$ cat src/rtl/mwdm_pkg.sv
`default_nettype none

package mwdm_pkg;

    // width of one speed field of a motion command
    localparam int SPEED_W = 12;

    // wheel lanes
    localparam int WHEELS   = 4;
    localparam int WHEEL_FL = 0;
    localparam int WHEEL_FR = 1;
    localparam int WHEEL_RL = 2;
    localparam int WHEEL_RR = 3;

endpackage

`default_nettype wire

$ cat src/rtl/mwdm_mix.sv
`default_nettype none

// front end: clamp and wheel sums, magnitudes and normaliser, scaled dividends
module mwdm_mix
    import mwdm_pkg::*;
#(
    parameter int DUTY_BITS       = 10,
    parameter int SPEED_FRAC_BITS = 10,
    parameter int SPD_W           = 12,
    parameter int SUM_W           = 14,
    parameter int MAG_W           = 13
) (
    input  logic                              clk,
    input  logic                              rst_n,
    input  logic                              in_valid,
    output logic                              in_ready,
    input  logic signed [SPEED_W-1:0]         in_x,
    input  logic signed [SPEED_W-1:0]         in_y,
    input  logic signed [SPEED_W-1:0]         in_rot,
    output logic                              out_valid,
    input  logic                              out_ready,
    output logic [WHEELS-1:0][MAG_W-1:0]      out_rem,
    output logic [WHEELS-1:0][DUTY_BITS-1:0]  out_bits,
    output logic [MAG_W-1:0]                  out_n,
    output logic [WHEELS-1:0]                 out_fwd
);

    localparam int D_W = MAG_W + DUTY_BITS;
    localparam logic signed [SPD_W-1:0] S_ONE = $signed(SPD_W'(1) << SPEED_FRAC_BITS);
    localparam logic [MAG_W-1:0]        M_ONE = MAG_W'(1) << SPEED_FRAC_BITS;

    // stage valid bits and handshake
    logic v1_reg, v2_reg, v3_reg;
    logic v1_next, v2_next, v3_next;
    logic rdy1, rdy2, rdy3;

    // stage payloads
    logic [WHEELS-1:0][SUM_W-1:0]     sum_reg, sum_next;
    logic [WHEELS-1:0][MAG_W-1:0]     mag_reg, mag_next;
    logic [WHEELS-1:0]                pos_reg, pos_next;
    logic [MAG_W-1:0]                 n2_reg, n2_next;
    logic [WHEELS-1:0][MAG_W-1:0]     rem_reg, rem_next;
    logic [WHEELS-1:0][DUTY_BITS-1:0] low_reg, low_next;
    logic [MAG_W-1:0]                 n3_reg, n3_next;
    logic [WHEELS-1:0]                fwd_reg, fwd_next;

    // a stage takes a new request when empty or when its contents move on
    assign rdy3     = !v3_reg || out_ready;
    assign rdy2     = !v2_reg || rdy3;
    assign rdy1     = !v1_reg || rdy2;
    assign in_ready = rdy1;

    assign v1_next = rdy1 ? in_valid : v1_reg;
    assign v2_next = rdy2 ? v1_reg   : v2_reg;
    assign v3_next = rdy3 ? v2_reg   : v3_reg;

    // stage 1: saturate speeds and form the wheel sums
    always_comb
    begin
        logic signed [SPD_W-1:0] sx, sy, sr;
        logic signed [SUM_W-1:0] x, y, r;
        sx = SPD_W'(in_x);
        sy = SPD_W'(in_y);
        sr = SPD_W'(in_rot);
        if (sx > S_ONE) sx = S_ONE;
        else if (sx < -S_ONE) sx = -S_ONE;
        if (sy > S_ONE) sy = S_ONE;
        else if (sy < -S_ONE) sy = -S_ONE;
        if (sr > S_ONE) sr = S_ONE;
        else if (sr < -S_ONE) sr = -S_ONE;
        x = SUM_W'(sx);
        y = SUM_W'(sy);
        r = SUM_W'(sr);
        sum_next[WHEEL_FL] = x - y - r;
        sum_next[WHEEL_FR] = x + y + r;
        sum_next[WHEEL_RL] = x + y - r;
        sum_next[WHEEL_RR] = x - y + r;
    end

    // stage 2: magnitudes, direction and the normaliser
    always_comb
    begin
        logic signed [SUM_W-1:0] s;
        logic [SUM_W-1:0]        m;
        n2_next = M_ONE;
        for (int i = 0; i < WHEELS; i++)
        begin
            s = $signed(sum_reg[i]);
            m = s[SUM_W-1] ? SUM_W'(-s) : SUM_W'(s);
            mag_next[i] = m[MAG_W-1:0];
            pos_next[i] = !s[SUM_W-1] && (s != '0);
            if (m[MAG_W-1:0] > n2_next)
                n2_next = m[MAG_W-1:0];
        end
    end

    // stage 3: numerator times the full-scale duty, split for the divider
    always_comb
    begin
        logic [MAG_W-1:0] num;
        logic [D_W-1:0]   d;
        for (int i = 0; i < WHEELS; i++)
        begin
            num = pos_reg[i] ? n2_reg - mag_reg[i] : mag_reg[i];
            d = {num, {DUTY_BITS{1'b0}}} - D_W'(num);
            rem_next[i] = d[D_W-1:DUTY_BITS];
            low_next[i] = d[DUTY_BITS-1:0];
        end
        n3_next  = n2_reg;
        fwd_next = pos_reg;
    end

    // valid bits
    always_ff @(posedge clk or negedge rst_n)
    begin
        if (!rst_n)
        begin
            v1_reg <= 1'b0;
            v2_reg <= 1'b0;
            v3_reg <= 1'b0;
        end
        else
        begin
            v1_reg <= v1_next;
            v2_reg <= v2_next;
            v3_reg <= v3_next;
        end
    end

    // payload registers
    always_ff @(posedge clk)
    begin
        if (rdy1 && in_valid)
            sum_reg <= sum_next;
        if (rdy2 && v1_reg)
        begin
            mag_reg <= mag_next;
            pos_reg <= pos_next;
            n2_reg  <= n2_next;
        end
        if (rdy3 && v2_reg)
        begin
            rem_reg <= rem_next;
            low_reg <= low_next;
            n3_reg  <= n3_next;
            fwd_reg <= fwd_next;
        end
    end

    assign out_valid = v3_reg;
    assign out_rem   = rem_reg;
    assign out_bits  = low_reg;
    assign out_n     = n3_reg;
    assign out_fwd   = fwd_reg;

endmodule

`default_nettype wire

$ cat config.mk
export PLATFORM = sky130hd
export DESIGN_NAME = mwdm_mix
export DESIGN_NICKNAME = d
export VERILOG_FILES = /design/src/rtl/mwdm_pkg.sv /design/src/rtl/mwdm_mix.sv
export SDC_FILE = /design/constraint.sdc
export NUM_CORES = 1
export LEC_CHECK = 0
export BUFFER_PORTS_ARGS = -buffer_cell sky130_fd_sc_hd__buf_2
export CAP_MARGIN = 20
export CORE_MARGIN = 2
export CORE_UTILIZATION = 39
export CTS_BUF_LIST = sky130_fd_sc_hd__clkbuf_8
export DETAILED_ROUTE_END_ITERATION = 10
export PLACE_DENSITY = 0.63
export SYNTH_ARGS = -nofsm -noshare
export SYNTH_HDL_FRONTEND = slang
export SYNTH_SLANG_ARGS = --single-unit
$ cat constraint.sdc
create_clock -name clk -period 23 [get_ports clk]
set_clock_uncertainty 0.2 [all_clocks]
set_input_delay 3.45 -clock clk [delete_from_list [all_inputs] [get_ports clk]]
set_output_delay 3.45 -clock clk [all_outputs]
set_load 0.1 [all_outputs]
Word-level counts from Yosys, hierarchy flattened:

Cells that the tools add are included.

* memories kept: 0
* bits in read-only memories: 0
* register bits: 237
* memory bits (writable): 0
* input bits: 40
* logic and storage cells: 90
* output and inout bits: 111
* latch bits: 0

* $mul: 0
* shifts and indexed selects: 0
* div/mod/pow operators: 0
* add/sub/neg operators: 18
* mux-type cells: 18
* bitwise logic cells: 0
* reduce and logical (&&, ||, !) cells: 21
* eq/ne operators: 0
* magnitude comparators: 10

Operators with widths (number)
* two-way mux 13 bit: 12
* subtractor 23 x 13 -> 23 bit: 4
* two-way mux 12 bit: 6
* nonzero test 14 bit: 4
* negation 13 bit: 4
* subtractor 13 bit: 4
* > comparator 13 bit: 3
* > comparator 12 bit (second input constant): 3
* < comparator 12 x 11 -> 1 bit (second input constant): 3
* adder 13 x 12 -> 14 bit: 2
* subtractor 13 x 12 -> 14 bit: 2
* adder 12 x 12 -> 13 bit: 1
* > comparator 13 x 11 -> 1 bit (second input constant): 1
* subtractor 12 x 12 -> 13 bit: 1
* logical AND 1 bit: 7
* logical NOT 1 bit: 7
* logical OR 1 bit: 3

Logic depth before layout (Yosys ltp):

* depth in word-level cells: 10
* gate-level depth with buffers: 37
* depth with buffers taken out: 34

Least setup slack after synthesis:

OpenSTA, ideal clock, no wires.

* kind: flip-flop to flip-flop
* from: register sum_reg[4] (netlist name)
* to: register n2_reg[10], data pin
* setup slack: 14751 ps
* period minus slack after synthesis: 8249 ps
* setup time: 268 ps
* stages on the path, launching flop included: 33
* path buffers: 4
* data required time: 22532 ps
* data arrival time: 7781 ps
* cells stage by stage: edfxtp_1 or4_4 buf_6 o41a_1 xnor2_4 inv_2 or3_4 and2_4 inv_1 ha_1 and4_1 nand3_1 nor3_1 nor3_1 clkbuf_1 mux2i_1 inv_1 ha_1 and4_1 nand3_1 a21oi_1 a2111oi_0 o21ai_0 nand2_1 buf_1 mux2i_1 ha_1 and4_1 a2111oi_0 o211a_1 o21a_1 clkbuf_1 a21oi_1

RTL lines
* start, declared: line mwdm_mix.sv:38 `logic [WHEELS-1:0][SUM_W-1:0] sum_reg, sum_next;`
* start signal, assigned: line mwdm_mix.sv:134 `sum_reg <= sum_next;`
* end signal, assigned: line mwdm_mix.sv:139 `n2_reg <= n2_next;`
* end, declared: line mwdm_mix.sv:41 `logic [MAG_W-1:0] n2_reg, n2_next;`

==> results list <==
- The flow ran to the end, and the final reports show no timing, DRC or antenna violations.
* Path depth of the worst reg2reg path: 29
- Number of setup violations in the final report: 0
- Summed over all failing endpoints, the final setup total negative slack is 0 ns.
- The root buffer cell chosen for the clock tree is sky130_fd_sc_hd__clkbuf_8.
- Minimum clock period after layout: 9.231 ns
- For this run, the total global-route usage over all layers was measured as 0.1847.
- Slew Viols, Final: 0
- Setup repair after global routing left no endpoint under its margin.
- From bottom edge to top edge, the die measures 220.8 um.
* Capture point of the worst reg-to-reg path: n2_reg[0]
* Most common flop cell mapped by yosys: sky130_fd_sc_hd__edfxtp_1
- In the final layout, the share of cells above drive strength 1 is 0.1259.
- Of the synthesized area, sequential elements account for 0.3808.
* Master of the slowest instance on the critical path: sky130_fd_sc_hd__or4_4
- Arrival time of the worst setup path: 9.33 ns
- Register-to-Register Setup Slack: 13.77 ns
- Summing every instance area after synthesis gives 18,330 um2.
- Stage delay of the slowest cell on the critical path: 0.60 ns
- The repair_antennas step left the layout with diodes totalling 0.
- Relative to the synthesized area, the layout overhead comes to 12.24%.
- The clock tree synthesis step divided the H-tree into 2 levels.
- Post-synth net total: 2,131
* Hold violation count in the final report: 0
- Data on the critical path is required at its endpoint by 23.10 ns.
- Hold Path End: v2_reg
* Die area: 48,760 um2
* Weighted congestion at the end of routability-driven global placement: 0.8976
* Fmax: 108.3 MHz
- Launch point of the worst reg-to-reg path: sum_reg[4]
- Total of flip-flops plus latches after synthesis: 233
- Proportion of register bits with asynchronous set or reset after synthesis: 0.01288
* Startpoint of the worst hold path: v1_reg
- Maximum buffer depth of the clock tree: 3
- The first TritonRoute pass finished after 5 iterations.
- Overflow left after global routing: 0
* Synth Warn #: 0
- Along the worst hold path, the cell count comes to 1.
- Number of vias per cell: 5.405
- After technology mapping, the gate count stands at 1,900.
* CTS clock-pin slew for the worst setup and hold paths: 0.06 ns
- Max FFs per register: 54
* Vias post-DR: 14.53k
* Pin count of the biggest net entering global routing: 74
* Dominant cells by area after synthesis: sky130_fd_sc_hd__edfxtp_1, sky130_fd_sc_hd__ha_1, sky130_fd_sc_hd__xnor2_1
- After clock tree synthesis, the setup repair step added 0 buffers.
* Total of hold buffers inserted after clock tree synthesis: 0
- Total number of clock tree sinks: 233
- The filler cells instantiated in the layout total 4,504.
* Path class of the lowest-slack min-delay path: register to register
- The most common cell in the synthesized netlist is sky130_fd_sc_hd__edfxtp_1.
- Yosys mapped the design onto 82 distinct sky130hd cell types.
- Once the clock tree was built, the resizer swapped 0 gates to a different size.
* Cell row count: 79
- Number of enable flip-flop cells after synthesis: 230
* Number of I/O port buffers: 150
- The average instance in the mapped netlist occupies 9.649 um2.
- Number of antenna violations at the first check in global routing: 0
- Max-cap violations in this run came to 0.
- Vias in the first global route: 13.68k
- Worst hold slack after final layout: 0.2956 ns
* Number of top-level pins: 151
- Fin crit share: 0.4013
- Share of the synthesized area in the top cell type: 0.3767
- After floorplanning, the core was sized to cover 46,460 um2.
- For this configuration, the core starts out at a cell density of 0.3946.
* Transition at the pin with the smallest max-transition slack: 0.8938 ns
- DR WL/cell: 17.35 um
* Worst skew pair latency: 0.57 ns
- TritonCTS built the clock tree.
- DP HPWL: 37,530 um
- Along the worst path, the maximum fanout reaches 14.
- NumNets Final: 2,283
- Overall die width: 220.8 um
* Post-synth top area cell: sky130_fd_sc_hd__edfxtp_1
- In the routed design, unresolved DRC markers number 0.
- The number of clock buffers added by TritonCTS is 40.
- The detail route stage leaves a number of antenna-violating nets equal to 0.
- For this block, the routed nets add up to 46,640 um of wire.
- The most numerous cell type found on the critical path is sky130_fd_sc_hd__ha_1.
* Path type of the worst setup path: register to register
- Relative max-transition margin: 0.4005
* Sort of element at the end of the critical path: register
- The first routing iteration left 963 violations.
- The first global-routing pass estimated 73,170 um of wire.
- Commonest cells post-synth: sky130_fd_sc_hd__edfxtp_1, sky130_fd_sc_hd__inv_1, sky130_fd_sc_hd__ha_1, sky130_fd_sc_hd__nand2_1, sky130_fd_sc_hd__xnor2_1
- Element type at the critical path start: register
- Measured on the finished design, the core utilization comes to 0.4429.
cells in the final DEF (no fill, tap or decap), types with 23 or more instances in the layout:
cell type                  synthesis  final
sky130_fd_sc_hd__mux2i_1          40     40
sky130_fd_sc_hd__o21ai_0          74     74
sky130_fd_sc_hd__nor2b_1          31     31
sky130_fd_sc_hd__o31ai_1          23     23
sky130_fd_sc_hd__nor3_1           57     56
sky130_fd_sc_hd__a21o_1           34     34
sky130_fd_sc_hd__ha_1            181    181
sky130_fd_sc_hd__edfxtp_1        230    230
sky130_fd_sc_hd__a21oi_1         109    109
sky130_fd_sc_hd__clkbuf_8          0     41
sky130_fd_sc_hd__inv_1           182    186
sky130_fd_sc_hd__nand3_1          45     45
sky130_fd_sc_hd__nand2_1         132    132
sky130_fd_sc_hd__xnor2_1         128    128
sky130_fd_sc_hd__xor2_1           62     62
sky130_fd_sc_hd__nand2b_1         30     30
sky130_fd_sc_hd__nor2_1          119    119
sky130_fd_sc_hd__buf_2             0    150
cells by family after synthesis:
family                   Yosys count  synth area share
flip-flops                       233            0.3808
adder cells (fa/ha/maj)          191            0.1345
XOR/XNOR                         191           0.09227
AO/OA/AOI/OAI                    426            0.1550
AND/OR/NAND/NOR                  578            0.1618
multiplexers                      48           0.02757
buffers and inverters            233           0.04812
final cells by class:
cell class	instances	area [um2]	share of cell area
Clock buffer	41	564.3	0.02742
Sequential cell	233	6982	0.3393
Inverter	185	694.4	0.03375
Multi-Input combinational cell	1434	10480	0.5093
Timing Repair Buffer	158	808.3	0.03928
Tap cell	607	759.5	0.03691
Clock inverter	30	289.0	0.01405
worst max-delay path by stage:
stage,start,end,slack [ns],cells after the start
global placement,sum_reg[4],n2_reg[3],14.02,28
global route,sum_reg[4],n2_reg[0],13.26,29
detailed placement,sum_reg[4],n2_reg[0],13.89,29
CTS,sum_reg[4],n2_reg[0],13.86,29
finish,sum_reg[4],n2_reg[0],13.77,29
floorplan,sum_reg[4],n2_reg[10],14.75,32
through the flow:
step	std cells	cell area (um2)	worst slack (ns)
6_report	2688	20580	13.77
5_1_grt	2688	20580	13.26
4_1_cts	2686	20560	13.86
3_5_place_dp	2615	19710	13.89
3_3_place_gp	2615	19710	14.02
2_1_floorplan	1900	18330	14.75
worst max-delay path: cells and delay by family, from the launching register on:
family          cells  cell delay, ns
compound gates     14            3.62
flops               1            0.46
fa+ha+maj           3            0.95
buf+inv             2            0.37
mux                 2            0.72
xor+xnor            1            0.28
simple gates        7            2.37
metal layers:
| layer | up-vias | share of wire | track usage |
|---|---|---|---|
| li1 | 7225 | - | - |
| met1 | 6799 | 0.45 | 0.2457 |
| met2 | 420 | 0.47 | 0.3111 |
| met3 | 84 | 0.047 | 0.02297 |
| met4 | 0 | 0.029 | 0.06235 |
| met5 | - | 0 | 0 |
Power is left out: the tool's default activity adds up to more than one toggle a clock period on the data nets, which glitch-free logic cannot reach.
