--- config.mk ---
export PLATFORM = sky130hd
export DESIGN_NAME = mwdm_div_stage
export DESIGN_NICKNAME = d
export VERILOG_FILES = /design/src/rtl/mwdm_pkg.sv /design/src/rtl/mwdm_div_stage.sv
export SDC_FILE = /design/constraint.sdc
export NUM_CORES = 1
export LEC_CHECK = 0
export ABC_AREA = 1
export BUFFER_PORTS_ARGS = -buffer_cell sky130_fd_sc_hd__buf_2
export CORE_ASPECT_RATIO = 1.75
export CORE_UTILIZATION = 54
export CTS_CLUSTER_DIAMETER = 100
export DETAILED_ROUTE_END_ITERATION = 16
export PLACE_DENSITY = 0.85
export SLEW_MARGIN = 20
export SYNTH_ARGS = -nofsm -noshare
export SYNTH_HDL_FRONTEND = slang
export SYNTH_SLANG_ARGS = --single-unit
--- constraint.sdc ---
create_clock -name clk -period 8.4 [get_ports clk]
set_input_delay 0.42 -clock clk [delete_from_list [all_inputs] [get_ports clk]]
set_output_delay 0.42 -clock clk [all_outputs]
set_load 0.02 [all_outputs]
--- src/rtl/mwdm_pkg.sv ---
`default_nettype none

package mwdm_pkg;

    // width of one speed field of a motion command
    localparam int SPEED_W = 12;

    // wheel lanes
    localparam int WHEELS   = 4;
    localparam int WHEEL_FL = 0;
    localparam int WHEEL_FR = 1;
    localparam int WHEEL_RL = 2;
    localparam int WHEEL_RR = 3;

endpackage

`default_nettype wire

--- src/rtl/mwdm_div_stage.sv ---
`default_nettype none

// one restoring division step for all four wheels; quotient bits shift in
// behind the dividend bits they replace
module mwdm_div_stage
    import mwdm_pkg::*;
#(
    parameter int DUTY_BITS = 10,
    parameter int MAG_W     = 13
) (
    input  logic                             clk,
    input  logic                             rst_n,
    input  logic                             in_valid,
    output logic                             in_ready,
    input  logic [WHEELS-1:0][MAG_W-1:0]     in_rem,
    input  logic [WHEELS-1:0][DUTY_BITS-1:0] in_bits,
    input  logic [MAG_W-1:0]                 in_n,
    input  logic [WHEELS-1:0]                in_fwd,
    output logic                             out_valid,
    input  logic                             out_ready,
    output logic [WHEELS-1:0][MAG_W-1:0]     out_rem,
    output logic [WHEELS-1:0][DUTY_BITS-1:0] out_bits,
    output logic [MAG_W-1:0]                 out_n,
    output logic [WHEELS-1:0]                out_fwd
);

    logic                             valid_reg, valid_next;
    logic [WHEELS-1:0][MAG_W-1:0]     rem_reg, rem_next;
    logic [WHEELS-1:0][DUTY_BITS-1:0] bits_reg, bits_next;
    logic [MAG_W-1:0]                 n_reg, n_next;
    logic [WHEELS-1:0]                fwd_reg, fwd_next;

    assign in_ready   = !valid_reg || out_ready;
    assign valid_next = in_ready ? in_valid : valid_reg;

    // trial subtract of the normaliser from the shifted remainder
    always_comb
    begin
        logic [MAG_W:0] t;
        logic [MAG_W:0] diff;
        logic           ge;
        for (int i = 0; i < WHEELS; i++)
        begin
            t    = {in_rem[i], in_bits[i][DUTY_BITS-1]};
            diff = t - {1'b0, in_n};
            ge   = (t >= {1'b0, in_n});
            rem_next[i]  = ge ? diff[MAG_W-1:0] : t[MAG_W-1:0];
            bits_next[i] = {in_bits[i][DUTY_BITS-2:0], ge};
        end
        n_next   = in_n;
        fwd_next = in_fwd;
    end

    always_ff @(posedge clk or negedge rst_n)
    begin
        if (!rst_n)
            valid_reg <= 1'b0;
        else
            valid_reg <= valid_next;
    end

    always_ff @(posedge clk)
    begin
        if (in_ready && in_valid)
        begin
            rem_reg  <= rem_next;
            bits_reg <= bits_next;
            n_reg    <= n_next;
            fwd_reg  <= fwd_next;
        end
    end

    assign out_valid = valid_reg;
    assign out_rem   = rem_reg;
    assign out_bits  = bits_reg;
    assign out_n     = n_reg;
    assign out_fwd   = fwd_reg;

endmodule

`default_nettype wire

Word level (Yosys, flattened, before mapping)
Cells that the tools add are included.
Storage, ports and cells
  output and inout bits: 111
  register bits after elaboration: 110
  bits in latches: 0
  word-level logic and storage cells: 26
  bits in read-only memories: 0
  bits of input ports: 113
  memories: 0
  memory bits (writable): 0
Cells by class
  equality and inequality tests: 0
  bitwise logic cells: 0
  multipliers: 0
  mux-type cells: 4
  $lt $le $gt $ge: 4
  reductions and logical operators: 3
  $add $sub $neg: 4
  shifts and indexed selects: 0
  divide/modulo/power cells: 0
Operators by type and width (number)
  14-bit by 13-bit greater-or-equal comparator with 1-bit output: 4
  13-bit two-way mux: 4
  13-bit subtractor: 4
  1-bit logical AND: 1
  1-bit zero test: 1
  1-bit logical OR: 1

Longest topological paths before layout
Gate-level depths: netlist of run 1.
  depth in word-level cells: 3
  mapped depth: 13
  mapped depth without buffers: 12

Worst setup path before layout of run 1
Ideal clock, no wire load.
  path kind: reg-to-reg
  from: reg valid_reg (netlist: out_valid)
  to: reg bits_reg, in the netlist out_bits[0] (enable)
  slack: 2.015 ns
  period minus slack after synthesis: 6.385 ns
  buffers on the path: 0
  library setup time: 0.613 ns
  stages on the path, launching flop included: 2
  arrival: 5.772 ns
  data required time: 7.787 ns
  cell sequence: dfrtp_1 a21oi_1
On the way
  word-level cells in the longest chain between the ends: 3
RTL lines
  start: declaration: RTL line mwdm_div_stage.sv:27  | logic valid_reg, valid_next;
  start signal: assignment: RTL line mwdm_div_stage.sv:59  | valid_reg <= valid_next;
  1-bit zero test: RTL line mwdm_div_stage.sv:33  | assign in_ready = !valid_reg || out_ready;
  1-bit logical OR: RTL line mwdm_div_stage.sv:33
  1-bit logical AND: RTL line mwdm_div_stage.sv:64  | if (in_ready && in_valid)
  end signal: assignment: RTL line mwdm_div_stage.sv:67  | bits_reg <= bits_next;
  end: declaration: RTL line mwdm_div_stage.sv:29  | logic [WHEELS-1:0][DUTY_BITS-1:0] bits_reg, bits_next;
No other way between the ends.
A chain may end at the register's enable or synchronous reset.

Worst setup path in the final report of run 1
  from: reg valid_reg (netlist: out_valid)
  to: reg rem_reg, in the netlist out_rem[33] (enable)
On the way
  word-level cells in the longest chain between the ends: 3
RTL lines
  1-bit zero test: RTL line mwdm_div_stage.sv:33
  1-bit logical OR: RTL line mwdm_div_stage.sv:33
  1-bit logical AND: RTL line mwdm_div_stage.sv:64
  end signal: assignment: RTL line mwdm_div_stage.sv:66  | rem_reg <= rem_next;
  end: declaration: RTL line mwdm_div_stage.sv:28  | logic [WHEELS-1:0][MAG_W-1:0] rem_reg, rem_next;
No other way between the ends.

==> out/qor.yml, run 1 <==
status: "finished, final reports clean"
timing.slew.headroom_pct: 49.6
hold_path.startpoint: "in_fwd[0]"
ir_drop_v: 0.000122
syn_inst: 937
core-area_um2: 14400
dr.pass1.iters: 5
drc: 0
reg2reg_from: "out_valid"
cts-buffers-inserted: 9
dpl-instance-area_um2: 9200
min_period_over_period_pct: 30.2
drv_slew: 0
finalSetupViolations: 0
path_clk_slew_ns: 0.09
grt_pass1_wl_mm: 30.8
place.gp.congestion: 0.935
synthToLayoutAreaGrowth_pct: 19.1
crit_path_max_incr_delay_ns: 0.69
dieWidth_um: 94.0
cts_resized: 0
routedWlPerCell_um: 14.9
die_y_um: 163
wl_mm: 20.1
worst_setup_path_end_kind: "flop"
grt_pass1_vias: 6610
timing.hold.ws_ns: 0.229
arrival_ns: 2.52
synth_nets: 1106
pin_count: 224
cp_slowest_cell: "buf_4"
path_cells: "a21oi_4 -> buf_4 -> buf_4"
n_antenna_cell: 0
io_buffers: 223
critPathLaunchType: "flop"
synth_cell_types: 30
rsz0062_at_grt: "no"
antenna_left: 0
yosysSeqAreaShare_pct: 41.3
antenna_found_initial: 0
die_area_um2: 15300
max_freq_mhz: 394
finalInstanceArea_um2: 9520
hold_viol_final: 0
syn_avg_cell_area_um2: 8.53
hold_class: "input port to flop"
cts.path.max_buffers: 2
place.detailed.hpwl_mm: 16.2
root_buffer: "clkbuf_16"
finalCriticalPeriod_ns: 2.54
layout_setup_ws_ns: 5.86
cts_num_sinks: 110
crit_type: "flop to flop"
globalRouteTotalUtil_pct: 26.5
grt_remaining_overflow: 0
crit_fanout: 63
post_cts_buffers: 0
grt_max_degree: 64
viasPerCell: 5.11
fin_setup_tns_ns: 0
skew_ns: 0.00829
p_per_area_nw_per_um2: 168
crit_start: "out_valid"
leakagePower_nw: 5.04
path_common_cell: "buf_4"
syn_area_um2: 7990
final_nets: 1331
ys_ff_latch: 110
clkLatencyLatePin_ns: 0.35
tightest_slew_ns: 0.756
cts_tree: "done"
std_cell_rows: 58
dp_slack_ns: 5.72
via_count: 6881
drive_gt1_share_pct: 31.8
htree_levels: 3
start_util_pct: 55.3
yosysWarnings: 0
critical_path_required_ns: 8.39
cap_violations: 0
drtIter0Drc: 279
[report_power, final]
part	switching (mW)	internal [mW]	leakage, nW	total (mW)
sequential	0.0109	0.663	1.05	0.674
clock	0.219	0.213	0.150	0.431
combinational	0.323	0.169	3.84	0.492
[synthesized netlist by cell type, drive strengths merged]
library cell  number  area (um2)
nand2            325        1380
inv              191         717
edfxtp           109        3270
nand3             75         505
ha                52         651
nor2              49         249
nand4             44         327
o21ai             31         257
xor2              21         184
a21oi             20         145
buf               12         155
fa                 4        80.1
nor3               2        32.5
and2               1        7.51
dfrtp              1        25.0
[what timing repair did]
action | 4_1_cts | 5_1_grt
setup endpoints to repair | 0 | 0
endpoints found under the hold margin | 1 | 0
hold buffers | 1 | 0
[registers in the layout (all words and copies together), names as in the netlist]
| signal | flops |
|---|---|
| out_bits | 40 |
| out_rem | 52 |
| out_fwd | 4 |
| out_valid | 1 |
| out_n | 13 |
[layout make-up]
cell class,count,area [um2]
Timing Repair Buffer,226,1140
Fill cell,1271,4930
Inverter,191,717
Clock buffer,9,225
Clock inverter,7,77.6
Tap cell,180,225
Sequential cell,110,3300
Multi-Input combinational cell,624,3830
[metrics by stage]
step	util (%)	instances	power (mW)
after floorplan	-	937	1.05
after global routing	65.9	1347	1.67
after global placement	63.7	1330	1.16
after detailed placement	63.7	1330	1.17
after CTS	65.9	1347	1.60
final	65.9	1347	1.60
[placed cells by master, fill, tap and decap left out, types with 2 or more instances in the layout]
cell and instances:
nand2_1 288, buf_2 223, inv_1 175, edfxtp_1 109, nand3_1 55, ha_1 52
nand4_1 40, nor2_1 31, o21ai_2 27, nand2_2 23, xor2_1 21, nand3_2 16
inv_2 16, a21oi_1 15, nor2_2 14, nand2_4 14, clkbuf_16 9, a21oi_4 5
nor2_4 4, nand3_4 4, o21ai_1 4, fa_1 4, nand4_4 3, nor3_4 2
clkinv_8 2, inv_8 2, inv_6 2, buf_4 2
[worst max-delay path, delay by kind of cell, from the launching register on]
kind / cells / cell delay, ns
AOI/OAI and AO/OA: 1 / 0.51
buffers and inverters: 2 / 1.17
DFF: 1 / 0.42
[cell families (layout without fill, tap and decap cells)]
family / count (synthesis) / in the layout / synth area share, %
and+or+nand+nor: 496 / 496 / 31.3
adders and majority gates: 56 / 56 / 9.14
xor gates and xnor gates: 21 / 21 / 2.30
AOI/OAI and AO/OA: 51 / 51 / 5.03
buffers and inverters: 203 / 433 / 10.9
DFF: 110 / 110 / 41.3
[worst paths after layout]
kind                               endpoint  slack (ns)  cells after the start
max in group asynchronous         out_valid        7.95                      2
worst max register to register  out_rem[33]        5.86                      3
worst min register to register    out_valid        0.58                      2
worst min-delay path             out_fwd[0]        0.23                      1
worst max-delay path            out_rem[33]        5.86                      3
min in group asynchronous         out_valid        0.36                      2
[layer usage]
layer | vias to the layer above | wire length (um) | track usage (%)
met3 | 69 | 1290 | 4.67
li1 | 3467 | - | -
met5 | - | 0 | 0
met4 | 0 | 1060 | 14.7
met2 | 256 | 10500 | 49.1
met1 | 3089 | 7220 | 27.5
No activity file was read; power rests on OpenSTA's default activity.
==> run 2: changes to the inputs <==
- ABC_AREA: 1 -> 0
- CORE_UTILIZATION: 54 -> 46
- PLACE_DENSITY: 0.85 -> 0.81
- clock period: 8.4 -> 2.1 ns (I/O delays scaled with it)
==> run 2 against run 1 <==
  * Highest routed layer unchanged
  * Worst setup slack worse by 5.8 ns
  * Core utilization is 5.1 points higher
  * Cell count is 16% lower
  * Total power grew to 4.0 times the previous value
  * Global-route usage is 0.96 points lower
  * Count of clock-buffer cells in the layout stayed put
  * Critical endpoint is now out_rem[11]
  * Largest power group unchanged
  * Worst hold slack worse by 0.19 ns
  * Combinational power grew to 4.1 times the previous value
  * Critical path type is now input port to flop
==> out/qor.yml, run 2 <==
cap_violations: 0
finalCriticalPeriod_ns: 2.06
grt_max_degree: 39
synth_cell_types: 60
leakagePower_nw: 4.31
place.gp.congestion: 0.904
grt_remaining_overflow: 0
cp_slowest_cell: "nor4_1"
synth_edf_count: 109
die_y_um: 157
dieWidth_um: 90.8
synthToLayoutAreaGrowth_pct: 50.3
cts.path.max_buffers: 2
synth_nets: 710
hold_class: "input port to flop"
max_freq_mhz: 486
io_buffers: 223
yosysTopAreaCell: "edfxtp_1"
instances_no_fill: 1125
ir_drop_v: 0.000482
finalSetupViolations: 0
finalInstanceArea_um2: 9550
skew_ns: 0.00769
timing.slew.headroom_pct: 73.8
viasPerCell: 5.22
yosysWarnings: 0
rsz0062_at_grt: "yes"
syn_area_um2: 6350
routedWlPerCell_um: 16.5
arrival_ns: 2.17
path_common_cell: "buf_4"
final_nets: 1113
clkLatencyLatePin_ns: 0.35
wl_mm: 18.5
pin_count: 224
largest_register_ffs: 52
dr.pass1.iters: 5
layout_common_cells: "buf_2, buf_4, edfxtp_1, nor2_1, dlygate4sd3_1"
path_cells: "buf_2 -> inv_1 -> buf_4 -> ha_1 -> o21a_1 -> o31ai_1 -> buf_4 -> nand4bb_1 -> and4_1 -> nor4_1 -> o21ai_1"
ys_ff_latch: 110
syn_inst: 541
dpl-instance-area_um2: 8670
drive_gt1_share_pct: 42.6
htree_levels: 3
yosysSeqAreaShare_pct: 51.9
p_per_area_nw_per_um2: 676
async_reset_ff_share_pct: 0.909
drc: 0
crit_path_max_incr_delay_ns: 0.31
drtIter0Drc: 211
hold_viol_final: 0
timing.hold.ws_ns: 0.0392
crit_fanout: 5
critPathLaunchType: "input port"
via_count: 5869
synth_top_area_share_pct: 51.5
tightest_slew_ns: 0.384
syn_avg_cell_area_um2: 11.7
antenna_found_initial: 3
status: "finished, final reports clean"
root_buffer: "clkbuf_16"
path_clk_slew_ns: 0.08
cp_num_buf_inv: 4
start_util_pct: 47.2
fin_setup_tns_ns: 0
cts_num_sinks: 110
die_area_um2: 14300
crit_type: "input port to flop"
place.detailed.hpwl_mm: 14.0
cts_tree: "done"
dp_slack_ns: -0.394
layout_commonest_cell: "buf_2"
post-synth-top-count-cell: "edfxtp_1"
globalRouteTotalUtil_pct: 25.5
cp_top_family: "simple AND/OR/NAND/NOR gates"
critical_path_required_ns: 2.21
dp.cells: 1053
drv_slew: 0
std_cell_rows: 56
worst_setup_path_end_kind: "flop"
synth_flop_cell: "edfxtp_1"
min_period_over_period_pct: 98.0
grt_pass1_wl_mm: 28.1
layout_setup_ws_ns: 0.0411
antenna_left: 0
yosys-top-cells-area: "edfxtp_1, ha_1, a21oi_1"
grt_pass1_vias: 6017
core-area_um2: 13500
synth_top_cells_by_count: "edfxtp_1, nor2_1, ha_1"
cts-buffers-inserted: 9
==> run 2: changes by cell type in the layout (fill, tap and decap cells not counted), sizes merged, moves of 7 or more <==
cell and change:
nor2b +8, a21oi +29, o21a +10, nand2 -293, dlygate4sd3 +53, xnor2 +17
nand4 -38, mux2 +17, nand3 -69, a21o +12, inv -160, nor3 +7
buf +120, a211oi +7
==> run 2: what timing repair did <==
item | CTS | global route
resized for setup | 0 | 8
pin swaps | 1 | 3
setup endpoints to repair | 1 | 25
hold endpoints to repair | 54 | 0
hold buffers | 54 | 0
setup buffers | 0 | 0
==> run 2: cell families after synthesis <==
family / Yosys count / synth area share, %
buffers and inverters: 38 / 2.82
AND/OR/NAND/NOR: 137 / 10.2
flip-flops: 110 / 51.9
AO/OA/AOI/OAI: 147 / 15.4
adder cells (fa/ha/maj): 56 / 11.5
multiplexers: 21 / 3.82
XOR/XNOR: 32 / 4.41
==> run 2: final timing paths <==
kind	cells after the start	end	slack, ns	start
worst max-delay path	11	out_rem[11]	0.04	in_n[2]
worst min-delay path	1	out_n[0]	0.04	in_n[0]
worst max register to register	3	out_bits[26]	0.70	out_valid
worst min register to register	2	out_valid	0.55	out_valid
max in group asynchronous	2	out_valid	1.97	rst_n
min in group asynchronous	2	out_valid	0.05	rst_n
==> run 2: stage by stage <==
stage / util [%] / total power [mW]
after floorplan: - / 3.88
after global placement: 64.5 / 4.62
after detailed placement: 64.5 / 4.67
after CTS: 70.7 / 6.47
after global routing: 71.0 / 6.73
final: 71.0 / 6.46
==> run 2: layer usage <==
| metal | vias to the layer above | routed length [um] | global-route usage (%) |
|---|---|---|---|
| met1 | 2766 | 6630 | 25.3 |
| li1 | 2848 | - | - |
| met4 | 0 | 820 | 13.4 |
| met3 | 49 | 884 | 3.77 |
| met5 | - | 0 | 0 |
| met2 | 206 | 10200 | 50.5 |
==> run 2: layout make-up <==
class                      count  area [um2]
inverter                      31         124
clock buffer                   9         225
multi-input combinational    393        2930
tap                          174         218
fill                        1052        3900
timing repair buffer         399        2680
antenna                        2        5.00
clock inverter                 7        72.6
sequential                   110        3300
==> run 2: power by group <==
part | switching (mW) | internal [mW]
combinational | 1.07 | 0.959
clock | 0.882 | 0.847
sequential | 0.0410 | 2.66
